## src/sv/epoch_seconds_to_calendar_unit_macros.svh

```systemverilog
// Assertion helpers shared by the calendar converter RTL.
// Every macro samples on clk_i and is held off while rst_ni is low.
`ifndef EPOCH_SECONDS_TO_CALENDAR_UNIT_MACROS_SVH
`define EPOCH_SECONDS_TO_CALENDAR_UNIT_MACROS_SVH

// Condition must hold at every edge.
`define ECAL_ASSERT_ALWAYS(lbl, cond, msg) \
  lbl: assert property (@(posedge clk_i) disable iff (!rst_ni) (cond)) else $error(msg);

// Same-cycle implication.
`define ECAL_ASSERT_IMPL(lbl, ante, cons, msg) \
  lbl: assert property (@(posedge clk_i) disable iff (!rst_ni) (ante) |-> (cons)) \
    else $error(msg);

// Next-cycle implication.
`define ECAL_ASSERT_NEXT(lbl, ante, cons, msg) \
  lbl: assert property (@(posedge clk_i) disable iff (!rst_ni) (ante) |=> (cons)) \
    else $error(msg);

`endif

```

## src/sv/ecal_pkg.sv

```systemverilog
package ecal_pkg;

  // Time of day plus whole days since the epoch, front to back
  typedef struct packed {
    logic [15:0] days;
    logic [4:0]  hour;
    logic [5:0]  minute;
    logic [5:0]  second;
  } ecal_clock_t;

  // Finished broken-down time
  typedef struct packed {
    logic [4:0] day_of_month;
    logic [3:0] month_number;
    logic [8:0] day_of_year;
    logic [7:0] year_since_1900;
    logic [2:0] weekday;
    logic [4:0] hour;
    logic [5:0] minute;
    logic [5:0] second;
  } ecal_date_t;

  // Reciprocal multipliers: q = (x * MUL) >> SHIFT, exact over the used range
  localparam logic [31:0] DIV60_MUL    = 32'h8888_8889;
  localparam int          DIV60_SHIFT  = 37;
  localparam logic [18:0] DIV3_MUL     = 19'd349526;   // x/24 = (x>>3)/3
  localparam int          DIV3_SHIFT   = 20;
  localparam logic [16:0] DIV365_MUL   = 17'd91930;
  localparam int          DIV365_SHIFT = 25;
  localparam logic [17:0] DIV7_MUL     = 18'd149797;
  localparam int          DIV7_SHIFT   = 20;

  localparam logic [7:0]  YEAR_OFFSET  = 8'd70;     // 1970 - 1900
  localparam logic [7:0]  SKIP_LEAP_N  = 8'd130;    // 2100, not a leap year
  localparam logic [2:0]  EPOCH_WDAY   = 3'd4;      // 1970-01-01 was a Thursday
  localparam int          MONTHS       = 12;
  localparam logic [3:0]  MARCH_IDX    = 4'd2;

  localparam logic [8:0] MONTH_START [MONTHS] = '{
    9'd0, 9'd31, 9'd59, 9'd90, 9'd120, 9'd151,
    9'd181, 9'd212, 9'd243, 9'd273, 9'd304, 9'd334
  };

  // Days from 1970-01-01 to Jan 1 of year 1970+n.
  // Leap years in range sit at n = 2 mod 4, minus 2100.
  function automatic logic [15:0] year_start(input logic [7:0] n);
    logic [15:0] base;
    logic [15:0] leaps;
    base  = 16'(n) * 16'd365;
    leaps = 16'((9'(n) + 9'd1) >> 2);
    if (n > SKIP_LEAP_N) begin
      leaps = leaps - 16'd1;
    end
    return base + leaps;
  endfunction

  function automatic logic is_leap(input logic [7:0] n);
    return (n[1:0] == 2'd2) && (n != SKIP_LEAP_N);
  endfunction

endpackage

```

## src/sv/ecal_front.sv

```systemverilog
module ecal_front (
  input  logic                clk_i,
  input  logic                rst_ni,
  input  logic                in_valid_i,
  output logic                in_ready_o,
  input  logic [31:0]         in_stamp_i,
  output logic                out_valid_o,
  input  logic                out_ready_i,
  output ecal_pkg::ecal_clock_t out_clock_o
);
  import ecal_pkg::*;

  logic s0_en, s1_en, s2_en, s3_en;
  logic s0_v_q, s1_v_q, s2_v_q, s3_v_q;

  logic [31:0] s0_stamp_q;
  logic [63:0] s0_prod_q;
  logic [26:0] s1_mins_q;
  logic [5:0]  s1_sec_q;
  logic [58:0] s1_prod_q;
  logic [20:0] s2_hrs_q;
  logic [5:0]  s2_min_q;
  logic [5:0]  s2_sec_q;
  logic [36:0] s2_prod_q;
  ecal_clock_t s3_clock_q;

  logic [26:0] mins;
  logic [31:0] sec_full;
  logic [58:0] prod1;
  logic [20:0] hrs;
  logic [26:0] min_full;
  logic [36:0] prod2;
  logic [15:0] days;
  logic [20:0] hour_full;

  // Stall chain: a stage loads when it is empty or its successor moves
  assign s3_en = !s3_v_q || out_ready_i;
  assign s2_en = !s2_v_q || s3_en;
  assign s1_en = !s1_v_q || s2_en;
  assign s0_en = !s0_v_q || s1_en;
  assign in_ready_o = s0_en;

  // Seconds -> minutes -> hours -> days
  always_comb begin
    mins     = s0_prod_q[63:DIV60_SHIFT];
    sec_full = s0_stamp_q - (32'(mins) * 32'd60);
    prod1    = 59'(mins) * 59'(DIV60_MUL);
    hrs      = s1_prod_q[57:DIV60_SHIFT];
    min_full = s1_mins_q - (27'(hrs) * 27'd60);
    prod2    = 37'(hrs[20:3]) * 37'(DIV3_MUL);
    days     = s2_prod_q[35:DIV3_SHIFT];
    hour_full = s2_hrs_q - (21'(days) * 21'd24);
  end

  always_ff @(posedge clk_i or negedge rst_ni) begin
    if (!rst_ni) begin
      s0_v_q <= 1'b0;
      s1_v_q <= 1'b0;
      s2_v_q <= 1'b0;
      s3_v_q <= 1'b0;
    end else begin
      if (s0_en) s0_v_q <= in_valid_i;
      if (s1_en) s1_v_q <= s0_v_q;
      if (s2_en) s2_v_q <= s1_v_q;
      if (s3_en) s3_v_q <= s2_v_q;
    end
  end

  // Payload, no reset
  always_ff @(posedge clk_i) begin
    if (s0_en && in_valid_i) begin
      s0_stamp_q <= in_stamp_i;
      s0_prod_q  <= 64'(in_stamp_i) * 64'(DIV60_MUL);
    end
    if (s1_en && s0_v_q) begin
      s1_mins_q <= mins;
      s1_sec_q  <= sec_full[5:0];
      s1_prod_q <= prod1;
    end
    if (s2_en && s1_v_q) begin
      s2_hrs_q  <= hrs;
      s2_min_q  <= min_full[5:0];
      s2_sec_q  <= s1_sec_q;
      s2_prod_q <= prod2;
    end
    if (s3_en && s2_v_q) begin
      s3_clock_q.days   <= days;
      s3_clock_q.hour   <= hour_full[4:0];
      s3_clock_q.minute <= s2_min_q;
      s3_clock_q.second <= s2_sec_q;
    end
  end

  assign out_valid_o = s3_v_q;
  assign out_clock_o = s3_clock_q;

endmodule

```

## src/sv/ecal_fifo.sv

```systemverilog
`include "epoch_seconds_to_calendar_unit_macros.svh"

module ecal_fifo #(
  parameter int DEPTH = 2
) (
  input  logic                  clk_i,
  input  logic                  rst_ni,
  input  logic                  in_valid_i,
  output logic                  in_ready_o,
  input  ecal_pkg::ecal_clock_t in_data_i,
  output logic                  out_valid_o,
  input  logic                  out_ready_i,
  output ecal_pkg::ecal_clock_t out_data_o
);
  import ecal_pkg::*;

  localparam int PTR_W = (DEPTH > 1) ? $clog2(DEPTH) : 1;
  localparam int CNT_W = $clog2(DEPTH + 1);
  localparam logic [PTR_W-1:0] LAST_PTR = PTR_W'(DEPTH - 1);
  localparam logic [CNT_W-1:0] FULL_CNT = CNT_W'(DEPTH);

  ecal_clock_t      mem_q [DEPTH];
  logic [PTR_W-1:0] wr_ptr_q, wr_ptr_d;
  logic [PTR_W-1:0] rd_ptr_q, rd_ptr_d;
  logic [CNT_W-1:0] count_q, count_d;
  logic             push, pop;

  assign in_ready_o  = (count_q != FULL_CNT);
  assign out_valid_o = (count_q != '0);
  assign out_data_o  = mem_q[rd_ptr_q];
  assign push = in_valid_i && in_ready_o;
  assign pop  = out_valid_o && out_ready_i;

  // Pointer and fill bookkeeping
  always_comb begin
    wr_ptr_d = wr_ptr_q;
    rd_ptr_d = rd_ptr_q;
    count_d  = count_q;
    if (push) begin
      wr_ptr_d = (wr_ptr_q == LAST_PTR) ? '0 : wr_ptr_q + PTR_W'(1);
    end
    if (pop) begin
      rd_ptr_d = (rd_ptr_q == LAST_PTR) ? '0 : rd_ptr_q + PTR_W'(1);
    end
    if (push && !pop) begin
      count_d = count_q + CNT_W'(1);
    end else if (pop && !push) begin
      count_d = count_q - CNT_W'(1);
    end
  end

  always_ff @(posedge clk_i or negedge rst_ni) begin
    if (!rst_ni) begin
      wr_ptr_q <= '0;
      rd_ptr_q <= '0;
      count_q  <= '0;
    end else begin
      wr_ptr_q <= wr_ptr_d;
      rd_ptr_q <= rd_ptr_d;
      count_q  <= count_d;
    end
  end

  always_ff @(posedge clk_i) begin
    if (push) begin
      mem_q[wr_ptr_q] <= in_data_i;
    end
  end

  `ECAL_ASSERT_ALWAYS(a_count_bound, count_q <= FULL_CNT, "queue fill above depth")
  `ECAL_ASSERT_NEXT(a_count_up, push && !pop, count_q == $past(count_q) + CNT_W'(1), "lost push")
  `ECAL_ASSERT_NEXT(a_count_dn, pop && !push, count_q == $past(count_q) - CNT_W'(1), "lost pop")

endmodule

```

## src/sv/ecal_back.sv

```systemverilog
`include "epoch_seconds_to_calendar_unit_macros.svh"

module ecal_back (
  input  logic                  clk_i,
  input  logic                  rst_ni,
  input  logic                  in_valid_i,
  output logic                  in_ready_o,
  input  ecal_pkg::ecal_clock_t in_clock_i,
  output logic                  out_valid_o,
  input  logic                  out_ready_i,
  output ecal_pkg::ecal_date_t  out_date_o
);
  import ecal_pkg::*;

  logic b0_en, b1_en, b2_en;
  logic b0_v_q, b1_v_q, b2_v_q;

  ecal_clock_t b0_clock_q;
  logic [32:0] b0_yprod_q;
  logic [34:0] b0_wprod_q;
  ecal_clock_t b1_clock_q;
  logic [7:0]  b1_n_q;
  logic [8:0]  b1_yday_q;
  logic [2:0]  b1_wday_q;
  ecal_date_t  b2_date_q;

  logic [16:0] wday_num;
  logic [7:0]  n0;
  logic [14:0] wq;
  logic [16:0] wday_full;
  logic [15:0] start0, start1, start_sel;
  logic        step_back;
  logic [7:0]  n_sel;
  logic [15:0] yday_full;
  logic        leap;
  logic [3:0]  mon_idx;
  logic [8:0]  mon_start;
  logic [8:0]  mday_full;

  assign b2_en = !b2_v_q || out_ready_i;
  assign b1_en = !b1_v_q || b2_en;
  assign b0_en = !b0_v_q || b1_en;
  assign in_ready_o = b0_en;

  assign wday_num = 17'(in_clock_i.days) + 17'(EPOCH_WDAY);

  // Year estimate, one-step correction, weekday remainder
  always_comb begin
    n0        = b0_yprod_q[32:DIV365_SHIFT];
    wq        = b0_wprod_q[34:DIV7_SHIFT];
    wday_full = 17'(b0_clock_q.days) + 17'(EPOCH_WDAY) - (17'(wq) * 17'd7);
    start0    = year_start(n0);
    start1    = year_start(n0 - 8'd1);
    step_back = (start0 > b0_clock_q.days);
    n_sel     = step_back ? (n0 - 8'd1) : n0;
    start_sel = step_back ? start1 : start0;
    yday_full = b0_clock_q.days - start_sel;
  end

  // Month search over the start table; leap day counts from March on
  always_comb begin
    leap    = is_leap(b1_n_q);
    mon_idx = '0;
    for (int m = 1; m < MONTHS; m++) begin
      if (b1_yday_q >= MONTH_START[m] + ((leap && (m >= 2)) ? 9'd1 : 9'd0)) begin
        mon_idx = 4'(m);
      end
    end
    mon_start = MONTH_START[mon_idx] + ((leap && (mon_idx >= MARCH_IDX)) ? 9'd1 : 9'd0);
    mday_full = b1_yday_q - mon_start + 9'd1;
  end

  always_ff @(posedge clk_i or negedge rst_ni) begin
    if (!rst_ni) begin
      b0_v_q <= 1'b0;
      b1_v_q <= 1'b0;
      b2_v_q <= 1'b0;
    end else begin
      if (b0_en) b0_v_q <= in_valid_i;
      if (b1_en) b1_v_q <= b0_v_q;
      if (b2_en) b2_v_q <= b1_v_q;
    end
  end

  always_ff @(posedge clk_i) begin
    if (b0_en && in_valid_i) begin
      b0_clock_q <= in_clock_i;
      b0_yprod_q <= 33'(in_clock_i.days) * 33'(DIV365_MUL);
      b0_wprod_q <= 35'(wday_num) * 35'(DIV7_MUL);
    end
    if (b1_en && b0_v_q) begin
      b1_clock_q <= b0_clock_q;
      b1_n_q     <= n_sel;
      b1_yday_q  <= yday_full[8:0];
      b1_wday_q  <= wday_full[2:0];
    end
    if (b2_en && b1_v_q) begin
      b2_date_q.second          <= b1_clock_q.second;
      b2_date_q.minute          <= b1_clock_q.minute;
      b2_date_q.hour            <= b1_clock_q.hour;
      b2_date_q.weekday         <= b1_wday_q;
      b2_date_q.year_since_1900 <= b1_n_q + YEAR_OFFSET;
      b2_date_q.day_of_year     <= b1_yday_q;
      b2_date_q.month_number    <= mon_idx + 4'd1;
      b2_date_q.day_of_month    <= mday_full[4:0];
    end
  end

  assign out_valid_o = b2_v_q;
  assign out_date_o  = b2_date_q;

  `ECAL_ASSERT_IMPL(a_month_range, out_valid_o, (out_date_o.month_number != 4'd0) && (out_date_o.month_number <= 4'd12) && (out_date_o.day_of_month != 5'd0), "month or day out of range")
  `ECAL_ASSERT_IMPL(a_feb_len, out_valid_o && (out_date_o.month_number == 4'd2), out_date_o.day_of_month <= 5'd29, "february too long")
  `ECAL_ASSERT_IMPL(a_yday_wday, out_valid_o, (out_date_o.day_of_year <= 9'd365) && (out_date_o.weekday <= 3'd6), "day of year or weekday out of range")

endmodule

```

## src/sv/epoch_seconds_to_calendar_unit.sv

```systemverilog
// Converts an unsigned 32-bit count of seconds since 1970-01-01 00:00:00 into
// broken-down Gregorian time (second, minute, hour, weekday with Sunday as 0,
// year since 1900, zero-based day of year, month 1..12, day of month). One
// word is accepted every clock cycle unless back-pressure from the output
// reaches the input, and one result word comes back per input; each result
// word passes through eight register stages: a four-stage front (reciprocal
// multiplies splitting off seconds, minutes, hours and days), one queue entry,
// and a three-stage back (year estimate and correction, weekday, month table
// search). The queue depth is QUEUE_DEPTH words and lets the front keep
// accepting while the output stalls.
module epoch_seconds_to_calendar_unit #(
  parameter int QUEUE_DEPTH = 2
) (
  input  logic        clk_i,
  input  logic        rst_ni,
  input  logic        s_axis_tvalid,
  output logic        s_axis_tready,
  input  logic [31:0] s_axis_tdata,   // [31:0] stamp_seconds
  output logic        m_axis_tvalid,
  input  logic        m_axis_tready,
  output logic [47:0] m_axis_tdata    // second[5:0] minute[11:6] hour[16:12]
                                      // weekday[19:17] year_since_1900[27:20]
                                      // day_of_year[36:28] month_number[40:37]
                                      // day_of_month[45:41], zero[47:46]
);
  import ecal_pkg::*;

  logic        fr_valid, fr_ready;
  ecal_clock_t fr_clock;
  logic        q_valid, q_ready;
  ecal_clock_t q_clock;
  ecal_date_t  date;

  ecal_front u_front (
    .clk_i       (clk_i),
    .rst_ni      (rst_ni),
    .in_valid_i  (s_axis_tvalid),
    .in_ready_o  (s_axis_tready),
    .in_stamp_i  (s_axis_tdata),
    .out_valid_o (fr_valid),
    .out_ready_i (fr_ready),
    .out_clock_o (fr_clock)
  );

  ecal_fifo #(
    .DEPTH (QUEUE_DEPTH)
  ) u_fifo (
    .clk_i       (clk_i),
    .rst_ni      (rst_ni),
    .in_valid_i  (fr_valid),
    .in_ready_o  (fr_ready),
    .in_data_i   (fr_clock),
    .out_valid_o (q_valid),
    .out_ready_i (q_ready),
    .out_data_o  (q_clock)
  );

  ecal_back u_back (
    .clk_i       (clk_i),
    .rst_ni      (rst_ni),
    .in_valid_i  (q_valid),
    .in_ready_o  (q_ready),
    .in_clock_i  (q_clock),
    .out_valid_o (m_axis_tvalid),
    .out_ready_i (m_axis_tready),
    .out_date_o  (date)
  );

  // Output word packing, seconds lowest, zero pad on top
  assign m_axis_tdata = {2'b00, date.day_of_month, date.month_number, date.day_of_year,
                         date.year_since_1900, date.weekday, date.hour, date.minute,
                         date.second};

endmodule

```

## config.mk

```make
export PLATFORM = sky130hd
export DESIGN_NAME = epoch_seconds_to_calendar_unit
export DESIGN_NICKNAME = d
export VERILOG_FILES = /design/src/sv/ecal_pkg.sv /design/src/sv/ecal_front.sv /design/src/sv/ecal_fifo.sv /design/src/sv/ecal_back.sv /design/src/sv/epoch_seconds_to_calendar_unit.sv
export VERILOG_INCLUDE_DIRS = /design/src /design/src/sv
export SDC_FILE = /design/constraint.sdc
export NUM_CORES = 2
export LEC_CHECK = 0
export BUFFER_PORTS_ARGS = -buffer_cell sky130_fd_sc_hd__buf_2
export CORE_ASPECT_RATIO = 2
export CORE_MARGIN = 2
export CORE_UTILIZATION = 47
export CTS_BUF_LIST = sky130_fd_sc_hd__clkbuf_8 sky130_fd_sc_hd__clkbuf_16
export CTS_CLUSTER_DIAMETER = 150
export DETAILED_ROUTE_END_ITERATION = 8
export PLACE_DENSITY_LB_ADDON = 0.25
export SLEW_MARGIN = 30
export SYNTH_ARGS = -nofsm -noshare
export SYNTH_HDL_FRONTEND = slang
export SYNTH_SLANG_ARGS = --single-unit
```

## constraint.sdc

```tcl
create_clock -name clk_i -period 16.35 [get_ports clk_i]
set_clock_uncertainty 0.05 [all_clocks]
set_input_delay 1.635 -clock clk_i [delete_from_list [all_inputs] [get_ports clk_i]]
set_output_delay 1.635 -clock clk_i [all_outputs]
set_load 0.05 [all_outputs]
```

* After elaboration in Yosys (flattened, before gate mapping)
Memory sizes are Yosys's and may differ from the RTL's.
Cells that the tools add are included.
** Word-level totals
- Flip-flop bits (word level) :: 419
- Bits in latches :: 0
- Memory bits (writable) :: 66
- Bits in read-only memories :: 144
- Input bits :: 36
- Output and inout bits :: 50
- Word-level logic and storage cells :: 164
- Memories kept :: 2
** Memories
- (name not given) :: words 16, bits a word 9, rd ports 1, clocked after Yosys merged registers in 0, write ports 0, line ecal_back.sv:69 : mon_start = MONTH_START[mon_idx] + ((leap && (mon_idx >= MARCH_IDX)) ? 9'd1 : 9'd0);
- u_fifo.mem_q :: words 2, bits a word 33, rd ports 1, clocked after Yosys merged registers in 0, write ports 1, line ecal_fifo.sv:22 : ecal_clock_t mem_q [DEPTH];
** Operators by class
- $add $sub $neg :: 33
- Multiply operators :: 11
- Divide/modulo/power cells :: 0
- Order comparisons :: 16
- Equality and inequality tests :: 3
- Shift operators :: 0
- Mux-type cells :: 25
- Bitwise gates (word level) :: 1
- Reductions and logical operators :: 30
** Operators with widths (count)
- $ge A9 B9 Y1 :: 10
- $mul A32 B32 Y64 const B :: 1
- $mul A27 B32 Y58 const B :: 1
- $mux W4 :: 10
- $add A8 B9 Y9 const A :: 4
- $mul A17 B18 Y35 const B :: 1
- $mul A18 B18 Y35 const B :: 1
- $mul A16 B16 Y32 const B :: 1
- $add A9 B9 Y9 const A :: 3
- $mul A27 B4 Y4 const B :: 1
- $mul A21 B4 Y4 const B :: 1
- $add A7 B9 Y9 const A :: 2
- $add A8 B1 Y9 const B :: 2
- $mux W9 :: 2
- $add A16 B3 Y17 const B :: 1
- $add A16 B16 Y16 :: 1
- $gt A16 B16 Y1 :: 1
- $gt A8 B8 Y1 const B :: 2
- $mul A16 B2 Y2 const B :: 1
- $mul A8 B9 Y16 const B :: 1
- $mux W16 :: 1
- $mul A15 B3 Y3 const B :: 1
- $sub A14 B1 Y15 const B :: 1
- $logic_and A1 B1 Y1 :: 12
- other kinds (31) :: 57

* Longest topological paths before layout
- Word-level depth :: 22
- Depth in mapped cells :: 49
- Mapped depth without buffers :: 47

* Hierarchy
From an unflattened synthesis, not the netlist that was laid out.
** Second synthesis, totals
- Cells, all modules :: 4049
- Area, all modules :: 44975.6 um^2
** By module, submodules not included
- ecal_front :: times used 1, cells each 2447, area each 25979.9 um^2, sequential area each 4063.9 um^2
- ecal_back :: times used 1, cells each 1478, area each 16249.3 um^2, sequential area each 3888.7 um^2
- ecal_fifo :: times used 1, cells each 121, area each 2727.6 um^2, sequential area each 2082.0 um^2
- epoch_seconds_to_calendar_unit :: times used 1, cells each 3, area each 18.8 um^2, sequential area each 0.0 um^2

* Worst setup path before layout
No wires, ideal clock.
- Path type :: reg2reg
- Start point :: register u_back.b0_yprod_q[28]
- End point :: register u_back.b1_yday_q[8], data pin
- Data arrival time :: 8.642 ns
- Required time :: 16.040 ns
- Slack :: 7.398 ns
- Stages on the path, launching flop included :: 44
- Period minus slack after synthesis :: 8.952 ns
- Cells stage by stage :: edfxtp_1 -> ha_1 -> xnor2_1 -> and3_1 -> o21ai_0 -> nor3_1 -> ha_1 -> or2_2 -> fa_1 -> inv_1 -> fa_1 -> inv_1 -> fa_1 -> fa_1 -> inv_1 -> ha_1 -> a21oi_1 -> o21bai_1 -> [... 8 more ...] -> nand2_1 -> o21ai_0 -> nor2_1 -> a211o_1 -> buf_2 -> mux2_2 -> ha_1 -> fa_1 -> nor2b_1 -> o21ai_0 -> nand2b_1 -> a21oi_1 -> nor2_1 -> o21ai_0 -> nand2b_1 -> a21oi_1 -> xnor2_1 -> xnor2_1
** On the way
- Longest elaborated chain between the ends :: 7
- Elaborated cells between the ends (all ways) :: 16
** RTL lines
- from (decl) :: line ecal_back.sv:19 : logic [32:0] b0_yprod_q;
- from (signal assigned) :: line ecal_back.sv:88 : b0_yprod_q <= 33'(in_clock_i.days) * 33'(DIV365_MUL);
- $add A8 B1 Y9 or $sub A8 B1 Y8 (tied branches) :: line ecal_pkg.sv:50, ecal_back.sv:53
- $sub A14 B1 Y15 or $add A8 B1 Y9 (tied branches) :: line ecal_pkg.sv:52, ecal_pkg.sv:50
- $mux W16 or $sub A7 B1 Y8 (tied branches) :: line ecal_pkg.sv:51, ecal_pkg.sv:52
- $add A16 B16 Y16 or $mux W9 (tied branches) :: line ecal_pkg.sv:54, ecal_pkg.sv:51
- $gt A16 B16 Y1 or $add A9 B9 Y9 (tied branches) :: line ecal_back.sv:54, ecal_pkg.sv:54
- $mux W9 * :: line ecal_back.sv:56 : start_sel = step_back ? start1 : start0;
- $sub A9 B9 Y9 * :: line ecal_back.sv:57 : yday_full = b0_clock_q.days - start_sel;
- via u_back.yday_full[8] :: line ecal_back.sv:34 : logic [15:0] yday_full;
- to (signal assigned) :: line ecal_back.sv:94 : b1_yday_q <= yday_full[8:0];
- to (decl) :: line ecal_back.sv:23 : logic [8:0] b1_yday_q;
The timed path passes the listed nets; every way through them passes the cells marked *.
A chain may end at the register's enable or synchronous reset.

* Worst setup path in the final report
- Start point :: register u_back.b0_yprod_q[25]
- End point :: register u_back.b1_yday_q[8], data pin
Same word-level chain as after synthesis.

==> out/metrics.csv <==
metric;value;unit
cts.sinks;336;
wl;106000;microns
hpwl;93000;microns
hold_start;u_back.b0_clock_q[14];
worstSetupPathType;flip-flop to flip-flop;
syn_avg_cell_area;11.3;sq um
dieArea;0.0962;sq mm
final_nets;5576;
gp_congestion;0.939;
critPathLaunch;u_back.b0_yprod_q[25];
clock.fmax;95.2;MHz
rr_startpoint;u_back.b0_yprod_q[25];
synth_edf_count;325;
htree_levels;2;
core;0.0927;sq mm
endpoint_kind;flip-flop;
die_w;220;microns
drc_errors;0;
cp_max_fo;20;
floorplan.initialDensity;47.4;%
multiInputGateArea;0.0302;sq mm
cp.arrival;10.75;ns
synth_commonest_cells;993 x inv_1, 983 x ha_1, 556 x fa_1;
synth_area_leaders;ha_1 28%, fa_1 25%, edfxtp_1 22%;
synth_most_common_cell;inv_1;
yosysTopAreaCellShare;28.0;%
vias;27500;
synth-seq-area-share;22.8;%
postCtsHoldBufs;0;
synthMuxAreaShare;1.03;%
cts_buffers;34;
fin_crit_sh;64.3;%
drt-wirelength-per-cell;20.2;microns
synth-xor-area-share;4.19;%
setup_ws;5.84;ns
rsz0062_at_grt;no;
root_buffer;clkbuf_16;
clkSlewWorstSetupHoldPaths;0.07;ns
insertion_delay;0.57;ns
max_stage_delay;0.80;ns
maxSlewHeadroom;35.7;%
final.setup.tns;0;ns
via_per_inst;5.26;
gr-total-overflow;0;
drt-pass1-iter-count;4;
ant_nets;0;
holdPathStages;0;
setup_violations;0;
timing.final.hold_violations;0;
grt_max_degree;47;
start_kind;flip-flop;
synth_compound_area_share;5.99;%
ys_ff_latch;336;
ctsResizeCount;0;
area_delta_synth_final;7.29;%
syn-cell-area;0.0440;sq mm
synth-simple-area-share;4.01;%
synthFlopType;edfxtp_1;
ys_types;78;
diodes;0;
dp_slack;5.89;ns
fillers;8345;
port_buffers;83;
yosys.area_share.adder;53.3;%
r2r_setup_slack;5.84;ns
max-clock-path-buffers;3;
final_layout_size_suffix_gt1_share;4.94;%
cp.required;16.59;ns
synth_top_family_by_area;adder cells;
track_usage;23.1;%
floorplan.io_pins;86;
tightest_slew;0.959;ns
synthArstFlopShare;3.27;%
tritoncts;yes;
first_global_vias;31200;
drv_cap;0;
cp_slowest_cell;edfxtp_1;
ff2ff_path_depth;40;
yosysTopAreaCell;ha_1;
drt_iter0_drc;889;
fin_cells;5226;
antenna_found_initial;2;
grt_pass1_wl;166000;microns
status;complete, no violations;
placementRows;158;
dp.cells;5164;
postCtsSetupBuffers;0;
post-route-util;50.9;%
rr_endpoint;u_back.b1_yday_q[8];
hold_path_class;flip-flop to flip-flop;
endpoint;u_back.b1_yday_q[8];
period_minus_slack;10.51;ns
fp.dieH;437;microns
synthCells;3879;
seqCellArea;0.0100;sq mm
yosys_warnings;0;
slew_violations;0;
## worst min path at each step
stage	endpoint
CTS	u_back.out_date_o[13]
global route	u_front.out_clock_o[10]
detailed placement	u_back.b1_clock_q[4]
global placement	u_back.b1_clock_q[5]
finish	u_back.b1_clock_q[14]
floorplan	u_back.b1_clock_q[0]
## layer usage
metal,vias to the layer above,track usage [%],wire [microns]
met5,-,0,10
met4,2,17.5,9950
met2,483,48.1,63200
met1,13700,18.8,30500
li1,13000,-,-
met3,335,1.72,1990
## registers in the layout, indices dropped and copies added, names as in the netlist, 8 cells and up
register,count
u_back.b1_clock_q,17
u_back.b1_n_q,8
u_front.s2_prod_q,16
u_fifo.mem_q,66
u_front.s1_prod_q,24
u_back.b0_yprod_q,8
u_front.out_clock_o,33
u_back.out_date_o,46
u_back.b0_clock_q,31
u_front.s0_prod_q,30
u_back.b1_yday_q,9
## logic make-up after synthesis
group / Yosys count
compound gates: 385
fa+ha+maj: 1539
simple gates: 355
mux: 43
xor+xnor: 208
flops: 336
buf+inv: 1012
other cells: 1
## worst max-delay path: cells and delay by family (launching register included)
kind / cells / cell delay [ns]
AND/OR/NAND/NOR: 10 / 1.56
multiplexers: 1 / 0.42
adder cells (fa/ha/maj): 10 / 3.93
buffers and inverters: 3 / 0.15
AO/OA/AOI/OAI: 12 / 2.48
XOR/XNOR: 4 / 0.83
flip-flops: 1 / 0.80
## stage by stage
step                hold slack (ns)  cell area (sq um)
CTS                           0.359              47200
floorplan                     0.350              44000
global placement              0.350              46000
detailed placement            0.355              46000
finish                        0.356              47200
global route                  0.371              47200
## cells in the final DEF (no fill, tap or decap), types with 10 or more instances in the layout
master / Yosys / routed
a21o_1: 53 / 53
buf_4: 4 / 18
o21ai_0: 58 / 58
a21oi_1: 111 / 111
mux2_2: 19 / 19
o21a_1: 30 / 30
nand3_1: 34 / 34
nand2_1: 79 / 79
edfxtp_1: 325 / 325
fa_1: 556 / 556
mux2i_1: 24 / 24
dfrtp_1: 11 / 10
and3_1: 20 / 20
buf_2: 4 / 83
nand2b_1: 19 / 19
clkbuf_16: 0 / 34
nand4_1: 28 / 28
nor2_1: 88 / 87
a211oi_1: 17 / 16
xor2_1: 50 / 50
ha_1: 983 / 983
o21bai_1: 18 / 18
xnor2_1: 156 / 156
nor3_1: 33 / 33
nor2b_1: 15 / 13
inv_1: 993 / 996
## area by class of cell
type | instances | share of cell area (%)
sequential | 336 | 21.3
multi-input combinational | 2532 | 63.9
tap | 1200 | 3.18
inverter | 994 | 7.91
clock buffer | 34 | 1.80
clock inverter | 27 | 0.639
timing repair buffer | 103 | 1.28
Power is not shown: default switching activity piles up to over one toggle a cycle in this logic, so the estimate is an artifact.
